===== src/hw/rtl/ids_pkg.sv =====
// ----------------------------------------------------------------------------
// ids_pkg
// Types, widths and constants of the IR distance steering block.
// ----------------------------------------------------------------------------
`default_nettype none

package ids_pkg;

	localparam int READING_BITS_DEF = 12;

	localparam int CFG_W      = 16;
	localparam int APB_DATA_W = 32;
	localparam int PADDR_W    = 4;

	localparam int DIST_W  = 16;
	localparam int SPEED_W = 16;

	// Polynomial datapath: x is signed Q16, the accumulator signed Q16.
	localparam int FRAC_BITS  = 16;
	localparam int X_W        = 19;
	localparam int ACC_W      = 32;
	localparam int PROD_W     = ACC_W + X_W;
	localparam int N_W        = 25;
	localparam int DIST_SHIFT = 10;
	localparam int POLY_ORDER = 6;
	localparam int STEP_W     = 3;

	// x = (100 * code - 56 * 2^bits) * 2^16 / (24 * 2^bits)
	localparam int unsigned NORM_SCALE  = 100;
	localparam int unsigned NORM_OFFSET = 56;
	localparam int unsigned NORM_DEN    = 24;

	// Division by 24 is a shift by three and a division by 3. For n below 2^21,
	// floor(n / 3) equals (n * NORM_RECIP) >> NORM_RECIP_SHIFT.
	localparam int NORM_DEN_SHIFT   = 3;
	localparam int RECIP_W          = 20;
	localparam int NORM_RECIP_SHIFT = 21;
	localparam logic [RECIP_W-1:0] NORM_RECIP = 20'd699051;

	localparam int DIV_NUM_W = 24;
	localparam int DIV_DEN_W = 16;
	localparam int SUM_W     = DIV_NUM_W + 2;
	localparam int GAIN_SHIFT = 8;

	localparam logic signed [SPEED_W-1:0] SPEED_MAX = 16'sd16384;
	localparam logic [DIV_NUM_W-1:0] TERM_UNBOUNDED = DIV_NUM_W'(1) << 20;

	localparam logic signed [ACC_W-1:0] POLY_COEF [0:POLY_ORDER] = '{
		32'sd117965, -32'sd373555, 32'sd176947, 32'sd144179,
		32'sd308019, -32'sd851968, 32'sd1376256
	};

	localparam logic [CFG_W-1:0] NEAR_THRESHOLD_RST = 16'd4800;
	localparam logic [CFG_W-1:0] BASE_SPEED_RST     = 16'd8192;
	localparam logic [CFG_W-1:0] STEER_GAIN_RST     = 16'd12288;

	typedef enum logic [1:0] {
		REG_NEAR_THRESHOLD = 2'd0,
		REG_BASE_SPEED     = 2'd1,
		REG_STEER_GAIN     = 2'd2
	} reg_idx_t;

	typedef enum logic [1:0] {
		ACT_CRUISE     = 2'd0,
		ACT_TURN_RIGHT = 2'd1,
		ACT_TURN_LEFT  = 2'd2,
		ACT_HOLD       = 2'd3
	} action_t;

	typedef struct packed {
		logic                 start;
		logic [DIV_NUM_W-1:0] num;
		logic [DIV_DEN_W-1:0] den;
	} div_req_t;

	typedef struct packed {
		logic                 done;
		logic [DIV_NUM_W-1:0] quot;
	} div_rsp_t;

endpackage

`default_nettype wire


===== src/hw/rtl/ids_div.sv =====
// ----------------------------------------------------------------------------
// ids_div
// Restoring unsigned divider, one quotient bit per cycle.
// ----------------------------------------------------------------------------
`default_nettype none

module ids_div import ids_pkg::*; (
	input  logic     clk,
	input  logic     arst_n,
	input  div_req_t req,
	output div_rsp_t rsp
);

	localparam int CNT_W = $clog2(DIV_NUM_W + 1);

	logic [DIV_NUM_W-1:0] quo_q;
	logic [DIV_DEN_W-1:0] rem_q;
	logic [DIV_DEN_W-1:0] den_q;
	logic [CNT_W-1:0]     cnt_q;
	logic                 busy_q;
	logic                 done_q;

	logic [DIV_DEN_W:0] trial;
	logic [DIV_DEN_W:0] diff;
	logic               fits;

	// Shift in the next numerator bit and try to take the divisor away.
	assign trial = {rem_q, quo_q[DIV_NUM_W-1]};
	assign diff  = trial - {1'b0, den_q};
	assign fits  = !diff[DIV_DEN_W];

	always_ff @(posedge clk or negedge arst_n) begin
		if (!arst_n) begin
			busy_q <= 1'b0;
			done_q <= 1'b0;
			cnt_q  <= '0;
		end else begin
			done_q <= 1'b0;
			if (req.start) begin
				busy_q <= 1'b1;
				cnt_q  <= CNT_W'(DIV_NUM_W);
			end else if (busy_q) begin
				cnt_q <= cnt_q - CNT_W'(1);
				if (cnt_q == CNT_W'(1)) begin
					busy_q <= 1'b0;
					done_q <= 1'b1;
				end
			end
		end
	end

	always_ff @(posedge clk) begin
		if (req.start) begin
			quo_q <= req.num;
			rem_q <= '0;
			den_q <= req.den;
		end else if (busy_q) begin
			quo_q <= {quo_q[DIV_NUM_W-2:0], fits};
			rem_q <= fits ? diff[DIV_DEN_W-1:0] : trial[DIV_DEN_W-1:0];
		end
	end

	assign rsp.done = done_q;
	assign rsp.quot = quo_q;

endmodule

`default_nettype wire


===== config.mk =====
export PLATFORM = sky130hd
export DESIGN_NAME = ids_div
export DESIGN_NICKNAME = d
export VERILOG_FILES = /design/src/hw/rtl/ids_pkg.sv /design/src/hw/rtl/ids_div.sv
export SDC_FILE = /design/constraint.sdc
export NUM_CORES = 1
export LEC_CHECK = 0
export BUFFER_PORTS_ARGS = -buffer_cell sky130_fd_sc_hd__buf_2
export CORE_AREA = 2 2 84 86
export CTS_BUF_LIST = sky130_fd_sc_hd__clkbuf_16
export CTS_CLUSTER_DIAMETER = 100
export CTS_CLUSTER_SIZE = 25
export DETAILED_ROUTE_END_ITERATION = 10
export DIE_AREA = 0 0 86 88
export PLACE_DENSITY = 0.76
export SYNTH_ARGS = -nofsm -noshare
export SYNTH_HDL_FRONTEND = slang
export SYNTH_SLANG_ARGS = --single-unit
export TNS_END_PERCENT = 50

===== constraint.sdc =====
create_clock -name clk -period 3.6 [get_ports clk]
set_input_delay 0.36 -clock clk [delete_from_list [all_inputs] [get_ports clk]]
set_output_delay 0.36 -clock clk [all_outputs]
set_load 0.05 [all_outputs]

# After elaboration in Yosys (flattened, before gate mapping)
# Cells that the tools add are included.
dict set report word_totals {
  register_bits 63
  latch_bits 0
  mem_bits_rw 0
  mem_bits_ro 0
  in_bits 43
  output_inout_bits 25
  word_cells 22
  mem_count 0
}
dict set report op_classes {
  addsub 2
  multipliers 0
  n_div 0
  order_cmp 0
  n_eq_ne 1
  n_shift 0
  mux 11
  bitwise_logic 0
  n_reduce_logical 2
}
# operator count
set op_table {}
lappend op_table {{2-to-1 mux 24 bit} 2}
lappend op_table {{subtractor 17 x 16 -> 17 bit} 1}
lappend op_table {{2-to-1 mux 16 bit} 1}
lappend op_table {{2-to-1 mux 5 bit} 2}
lappend op_table {{2-to-1 mux 1 bit} 6}
lappend op_table {{equality test 5 x 1 -> 1 bit, second input constant} 1}
lappend op_table {{subtractor 5 x 1 -> 5 bit, second input constant} 1}
lappend op_table {{nonzero test 2 bit} 1}
lappend op_table {{zero test 1 bit} 1}

# Logic depth before layout (Yosys ltp)
# Gate-level depths: netlist of the first run.
dict set report logic_depth {
  ltp_word 4
  mapped_depth 10
  depth_no_buf 9
}

# Worst setup path after synthesis of the first run
# Ideal clock, no wire load.
dict set report synth_path {
  path_kind {reg2reg}
  from {register quo_q[23]}
  to {register quo_q[0], data pin}
  setup_ps 267
  t_arrival_ps 2731
  required_time_ps 3333
  setup_slack_ps 603
  stages_incl_launch_ff 11
  n_path_buf 1
  synth_period_minus_slack_ps 2997
  cell_sequence {edfxtp_1 -> inv_1 -> ha_1 -> fa_1 -> nand2b_1 -> a21o_1 -> a2111o_1 -> a21o_1 -> buf_6 -> nor2_2 -> o21ai_0}
}
dict set report synth_between {
  elab_chain_len 4
}
# element line_no
set synth_rtl {}
lappend synth_rtl {{start: declaration} ids_div.sv:16} ;# logic [DIV_NUM_W-1:0] quo_q;
lappend synth_rtl {{start signal: assignment} ids_div.sv:54} ;# quo_q <= req.num;
lappend synth_rtl {{start signal: assignment} ids_div.sv:58} ;# quo_q <= {quo_q[DIV_NUM_W-2:0], fits};
lappend synth_rtl {{subtractor 17 x 16 -> 17 bit} ids_div.sv:29} ;# assign diff = trial - {1'b0, den_q};
lappend synth_rtl {{zero test 1 bit} ids_div.sv:30} ;# assign fits = !diff[DIV_DEN_W];
lappend synth_rtl {{2-to-1 mux 24 bit} ids_div.sv:57} ;# end else if (busy_q) begin
lappend synth_rtl {{2-to-1 mux 24 bit} ids_div.sv:53} ;# if (req.start) begin
# Every way passes these cells. The select of a mux whose other input is x is not followed.
# A chain may end at the register's enable or synchronous reset.

# Final worst setup path of the first run
# Same ends and word-level chain as after synthesis.

==> impl_results.md, run 1 <==
- Status: finished clean
- DR iter-0 viols: 216
- Mean post-synth cell area: 10.6 µm²
- Critical Path RT: 3.63 ns
- Vias per inst: 6.01
- Top cells by count, synth: 40 x edfxtp_1, 28 x nor2_1, 25 x inv_1, 24 x mux2_2, 19 x nand2_1
- Critical path arrival: 2.94 ns
- Max FO, Critical Path: 15
- Global placer's final weighted congestion: 0.861
- Register area: 1700 µm²
- Initial Util: 0.546
- Total Neg Setup Slack: 0 ns
- Period minus WS final: 2.92 ns
- Hold-critical path depth: 1
- Nets: 468
- Synth top area cells: edfxtp_1 33%, dfxtp_1 8.8%, mux2_2 7.5%
- Post-DP HPWL: 5520 µm
- Overflow left after global routing: 0
- Die W: 86 µm
- # port buffers: 67
- # setup viols final: 0
- Worst hold slack: 0.206 ns
- Netlist cell types: 59
- Largest net degree at the start of global routing: 65
- Slack of the worst reg-to-reg path: 0.68 ns
- Hold Path Class: input pin to register
- Beginning of the worst hold path: req[12]
- Endpoints failing hold: 0
- Number of synthesized flops with an enable pin: 40
- Number of routed nets with antenna violations: 0
- Cell taking the most area after synthesis: edfxtp_1
- Hold Path End: den_q[12]
- Worst r2r path cells: 9
- DR WL met2: 3890 µm
- Placed Instance Area: 4000 µm²
- FF-to-FF Start: quo_q[23]
- Max Buffers Root-to-Sink: 2
- Fill cells: 527
- CTS tree: yes
- Vias in the first global route: 2885
- Uppermost layer routed: met4
- Leak Pwr: 1.82 nW
- Clock slew at reported path FFs: 0.06 ns
- Worst-skew pair later-pin latency: 0.33 ns
- # Post-CTS Setup Buffers: 0
- Layout area overhead: 18.2%
- Drt wl/cell: 16.6 µm
- Top Ports: 68
- Register area share after synthesis: 0.468
- Yosys warns: 0
- Clk_skew: 0.00915 ns
- Peak Freq: 343 MHz
- Final Routed Wirelength: 8150 µm
- Synthesized flop and latch total: 63
- Crit. End Element: register
- Max cap viols: 0
- Slew headroom: 0.389
- Die area: 7570 µm²
- Hold buffers post-CTS: 1
- Startpoint types: register
- Worst slew pin tran: 0.915 ns
- Count leader, synth: edfxtp_1
- Drt drc: 0
- Initial antenna violation count: 0
- Post-synthesis cell area: 3630 µm²
- Share of cells above drive strength 1: 0.290
- Htree depth: 3
- Final period utilization: 0.810
- Post-Synthesis Cells: 341
- Post-cts sizing count: 0
- Final Instance Area: 4290 µm²
- RSZ-0062 raised after global routing: false
- PnR Total Power: 3.30 mW
- Detail Route met3 WL: 506 µm
- Ant. Diodes: 0
- CTS root buffer: clkbuf_16
- R2r endpoint: quo_q[0]
- First-pass GRT wire length: 13600 µm
- Core Area: 6640 µm²
- DR vias: 2951
- Rows: 30
- Slew Limit Fails: 0
- VDD IR max: 0.639 mV
- Sink Count: 63
- Net Count, Synth: 403
- Met1 wire length: 3540 µm
- Top FF cell, synth: edfxtp_1
- Power density cells: 771 nW/µm²
- Worst Setup Path Type: register to register
- Async set-reset flop share out of synthesis: 0.111
- Share of the synthesized area in the top cell type: 0.331
- Global-route usage over all layers: 0.230
- Area of the multi-input gates: 1760 µm²
- Die height: 88 µm
- Pre-Repair DR Iteration Count: 4
- CTS Buf Count: 9
## critical path, cell delays in order (launching register included)
cell and delay [ns]:
edfxtp_1 0.33, inv_1 0.06, ha_1 0.21, fa_1 0.41
nand2b_1 0.20, a21o_1 0.20, a2111o_1 0.48, a21o_1 0.40
nor2_2 0.23, o21ai_0 0.11
## registers in the layout, summed over array words and instances, names as in the netlist
register	count
done_q	1
cnt_q	5
rem_q	16
den_q	16
busy_q	1
quo_q	24
## worst max-delay path by stage
stage | slack, ns | endpoint | cells after the start | start
2_1_floorplan | 0.60 | quo_q[0] | 10 | quo_q[23]
3_3_place_gp | 0.78 | quo_q[0] | 9 | quo_q[23]
3_5_place_dp | 0.69 | quo_q[0] | 9 | quo_q[23]
4_1_cts | 0.68 | quo_q[0] | 9 | quo_q[23]
5_1_grt | 0.47 | quo_q[0] | 9 | quo_q[23]
6_report | 0.68 | quo_q[0] | 9 | quo_q[23]
## placed cells by master, fill, tap and decap left out, types with 10 or more instances in the layout
master / Yosys / final
a21oi_1: 18 / 18
xnor2_1: 10 / 10
edfxtp_1: 40 / 40
nand2_1: 19 / 19
dfxtp_1: 16 / 16
mux2_2: 24 / 24
o21ai_0: 15 / 15
nor2_1: 28 / 28
inv_1: 25 / 27
ha_1: 18 / 18
buf_2: 2 / 67
## area by class of cell
class,count,area share
clock inverters,7,0.0131
well taps,80,0.0233
repair buffers,70,0.0840
flip-flops and latches,63,0.396
clock buffers,9,0.0525
multi-input cells,237,0.409
inverters,25,0.0219
## power breakdown
part	switching [mW]	internal, mW
Combinational	0.898	0.555
Sequential	0.113	0.923
Clock	0.294	0.523
## logic make-up after synthesis
family                   count (synthesis)  synth area share
buffers and inverters                   41            0.0483
flip-flops                              63             0.468
AND/OR/NAND/NOR                         87             0.117
adder cells (fa/ha/maj)                 19            0.0676
XOR/XNOR                                12            0.0290
multiplexers                            24            0.0745
AO/OA/AOI/OAI                           95             0.196
## metal layers
metal  GRT usage  up-vias
met5           0        -
met4       0.111        0
met1       0.298     1411
li1            -     1408
met2       0.376      113
met3      0.0386       19
## through the flow
step / instances / setup slack [ns] / utilization
after floorplan: 341 / 0.603 / -
after global placement: 474 / 0.777 / 0.602
after detailed placement: 474 / 0.693 / 0.602
after CTS: 491 / 0.676 / 0.645
after global routing: 491 / 0.470 / 0.645
final: 491 / 0.684 / 0.645
Power figures use the tool's default switching activity.
==> run 2, diff against run 1 <==
--- a/config.mk
+++ b/config.mk
@@ -5,14 +5,15 @@
 export SDC_FILE = /design/constraint.sdc
 export NUM_CORES = 1
 export LEC_CHECK = 0
+export ABC_AREA = 1
 export BUFFER_PORTS_ARGS = -buffer_cell sky130_fd_sc_hd__buf_2
-export CORE_AREA = 2 2 84 86
+export CORE_AREA = 2 2 85 87
 export CTS_BUF_LIST = sky130_fd_sc_hd__clkbuf_16
 export CTS_CLUSTER_DIAMETER = 100
 export CTS_CLUSTER_SIZE = 25
 export DETAILED_ROUTE_END_ITERATION = 10
-export DIE_AREA = 0 0 86 88
-export PLACE_DENSITY = 0.76
+export DIE_AREA = 0 0 87 89
+export PLACE_DENSITY = 0.75
 export SYNTH_ARGS = -nofsm -noshare
 export SYNTH_HDL_FRONTEND = slang
 export SYNTH_SLANG_ARGS = --single-unit
==> constraint.sdc (replaced) <==
create_clock -name clk -period 2.8 [get_ports clk]
set_input_delay 0.28 -clock clk [delete_from_list [all_inputs] [get_ports clk]]
set_output_delay 0.28 -clock clk [all_outputs]
set_load 0.05 [all_outputs]
==> run 2 against run 1 <==
Net effect: routed wire length fell by 0.53%; via count is 9.8% higher; critical path depth up 6; sequential share of layout area fell by 1.2 points; register-to-register slack worse by 0.23 ns; design area grew 3.0%; die area rose by 2.3%; clock-buffer cell count unchanged; critical endpoint is now rem_q[2]; highest routed layer unchanged.
==> impl_results.md, run 2 <==
- Initial Util: 0.551 (+0.00489)
- Hold Path Class: input pin to register
- Endpoints failing hold: 0 (unchanged)
- Clock slew at reported path FFs: 0.05 ns (about the same)
- Sink Count: 63 (unchanged)
- Cell taking the most area after synthesis: edfxtp_1
- Top reg by flops: quo_q
- Nets: 634 (+35%)
- Leak Pwr: 2.48 nW (+36%)
- Sequential share of power: 0.322 (+0.009)
- Mean post-synth cell area: 7.39 µm² (-31%)
- # setup viols final: 0 (unchanged)
- Int Pwr: 2.40 mW (+20%)
- Slowest cell on the critical path: fa_1
- Global-route usage over all layers: 0.235 (+0.00458)
- Peak Freq: 426 MHz (+24%)
- Drt wl/cell: 12.3 µm (-26%)
- Drt drc: 0 (unchanged)
- Startpoint types: register
- Total Neg Setup Slack: 0 ns (unchanged)
- Cell mode on critical path: nand2_1
- Max Buffers Root-to-Sink: 2 (unchanged)
- Ant. Diodes: 0 (unchanged)
- Combinational Power Share: 0.375 (-0.064)
- Top FF cell, synth: edfxtp_1
- First-pass GRT wire length: 14000 µm (+2.2%)
- Fill cells: 590 (+12%)
- CTS root buffer: clkbuf_16
- Number of routed nets with antenna violations: 0 (unchanged)
- Global placer's final weighted congestion: 0.928 (+7.8%)
- Switching share of power: 0.383 (-0.0117)
- Top cells by count, synth: 221 x nand2_1, 91 x inv_1, 40 x edfxtp_1, 30 x nand3_1, 18 x ha_1
- Number of synthesized flops with an enable pin: 40 (unchanged)
- # Post-CTS Setup Buffers: 0 (unchanged)
- Share of cells above drive strength 1: 0.166 (-0.123)
- Overflow left after global routing: 0 (unchanged)
- Max cap viols: 0 (unchanged)
- Net Switching: 1.49 mW (+14%)
- Final period utilization: 0.839 (+0.0288)
- Top cell family by delay on the critical path: simple AND/OR/NAND/NOR gates
- DR vias: 3241 (+9.8%)
- Netlist cell types: 32 (-46%)
- Crit-path cells: inv_1, ha_1, fa_1, inv_1, nand2_1, nand2_1, nand3_1, nand2_2, nand2_2, nand2_1, nand2_2, nand2_2, nand2_1, nand3_1, nand2_1
- Post-Synthesis Cells: 501 (+47%)
- Clk pwr share: 0.303 (+0.056)
- Yosys warns: 0 (unchanged)
- Core Area: 6720 µm² (+1.1%)
- Largest register FFs: 24 (unchanged)
- Biggest regs: quo_q (24), den_q (16), rem_q (16)
- # port buffers: 67 (unchanged)
- Largest net degree at the start of global routing: 31 (-52%)
- DR iter-0 viols: 236 (+9.3%)
- Post-DP HPWL: 5830 µm (+5.5%)
- Die height: 89 µm (+1.1%)
- Rows: 30 (unchanged)
- Register area share after synthesis: 0.458 (-0.00933)
- Fin cells: 657 (+34%)
- Commonest non-fill, non-tap cell in the layout: nand2_1
- Top Ports: 68 (unchanged)
- Status: finished clean
- Async set-reset flop share out of synthesis: 0.111 (unchanged)
- Most frequent cells in the layout: 221 x nand2_1, 93 x inv_1, 67 x buf_2
- VDD IR max: 0.520 mV (-19%)
- Critical path arrival: 2.57 ns (-0.37 ns)
- Net Count, Synth: 563 (+40%)
- Critical Path RT: 3.02 ns (-0.61 ns)
- WP buf/inv: 2 (+1)
- Vias in the first global route: 3100 (+7.5%)
- Worst-skew pair later-pin latency: 0.33 ns (about the same)
- Layout area overhead: 19.4%
- CTS tree: yes
- Post-synthesis cell area: 3700 µm² (+2.0%)
- Initial antenna violation count: 0 (unchanged)
- CP peak stage delay: 0.42 ns (-0.06 ns)
- Pre-Repair DR Iteration Count: 4 (unchanged)
- Slew Limit Fails: 0 (unchanged)
- Final Routed Wirelength: 8110 µm (-0.53%)
- Count leader, synth: nand2_1
- Synthesized flop and latch total: 63 (unchanged)
- Period minus WS final: 2.35 ns (-0.567 ns)
- Max FO, Critical Path: 14 (-1)
- PnR Total Power: 3.89 mW (+18%)
- Slew headroom: 0.372 (-0.0175)
- Die W: 87 µm (+1.2%)
- Synth top area cells: edfxtp_1 32%, nand2_1 22%, inv_1 9.2%
- Vias per inst: 4.93 (-18%)
- Clk_skew: 0.00560 ns (-0.00354 ns)
- Die area: 7740 µm² (+2.3%)
- Share of the synthesized area in the top cell type: 0.325 (-0.00661)
- Htree depth: 3 (unchanged)
- Worst slew pin tran: 0.942 ns (+0.0263 ns)
- CTS Buf Count: 9 (unchanged)
- Crit. End Element: register
- RSZ-0062 raised after global routing: false
- Power density cells: 880 nW/µm² (+14%)
- Dpl cells: 640 (+35%)
- Worst Setup Path Type: register to register
-- run 2: cell count changes after synthesis, moves of 8 or more --
| cell | change |
|---|---|
| nand2b_1 | -8 |
| a21o_1 | -8 |
| o21ai_0 | -8 |
| nand3_1 | +21 |
| xnor2_1 | -8 |
| mux2_2 | -24 |
| a21oi_1 | -8 |
| inv_1 | +66 |
| nor2_1 | -13 |
| nand2_1 | +202 |
-- run 2: per-layer routing --
metal / vias to the layer above / wire [µm] / global-route usage
li1: 1683 / - / -
met1: 1455 / 3760 / 0.314
met2: 97 / 3760 / 0.375
met3: 6 / 509 / 0.0609
met4: 0 / 73 / 0.0767
met5: - / 0 / 0
-- run 2: kinds of logic after synthesis --
kind of cell,share of synthesized area
flops,0.458
simple gates,0.320
xor+xnor,0.0166
compound gates,0.0287
buf+inv,0.110
fa+ha+maj,0.0663
-- run 2: final cells by class --
class                   count  area [µm²]  share of cell area
well taps                  80         100              0.0227
clock inverters             7        88.8              0.0201
multi-input cells         335        1600               0.362
inverters                  93         349              0.0790
clock buffers               9         225              0.0510
flip-flops and latches     63        1700               0.384
repair buffers             70         360              0.0816
-- run 2: power by group through the flow --
stage | logic (mW) | registers, mW | clock network, mW
floorplan | 1.02 | 1.38 | 0
global placement | 1.41 | 1.26 | 0
detailed placement | 1.44 | 1.26 | 0
CTS | 1.46 | 1.25 | 1.20
global route | 1.67 | 1.27 | 1.25
finish | 1.46 | 1.25 | 1.18
-- run 2: worst reg2reg max path, delay by kind of cell (launching register included) --
family	cells	cell delay (ns)
buf+inv	2	0.13
fa+ha+maj	2	0.64
simple gates	11	1.15
flops	1	0.33
-- run 2: worst paths after layout --
kind	endpoint	slack (ns)	cells past startpoint	from
worst max-delay path	rem_q[2]	0.45	15	quo_q[23]
worst min-delay path	den_q[12]	0.13	1	req[12]
worst max register to register	rem_q[2]	0.45	15	quo_q[23]
worst min register to register	rem_q[5]	0.47	2	rem_q[5]
max in group asynchronous	cnt_q[4]	2.31	2	arst_n
min in group asynchronous	cnt_q[1]	0.33	2	arst_n
-- run 2: per-stage QoR --
stage / util / hold slack, ns / worst slack (ns) / area (µm²)
2_1_floorplan: - / -0.0156 / 0.323 / 3700
3_3_place_gp: 0.609 / 0.119 / 0.570 / 4090
3_5_place_dp: 0.609 / 0.124 / 0.477 / 4090
4_1_cts: 0.658 / 0.113 / 0.446 / 4420
5_1_grt: 0.658 / 0.111 / 0.225 / 4420
6_report: 0.658 / 0.125 / 0.452 / 4420
-- run 2: timing repair --
action                                  4_1_cts  5_1_grt
endpoints found under the setup margin        0        0
hold endpoints to repair                      7        0
resized for setup                             0        0
hold buffers                                  1        0
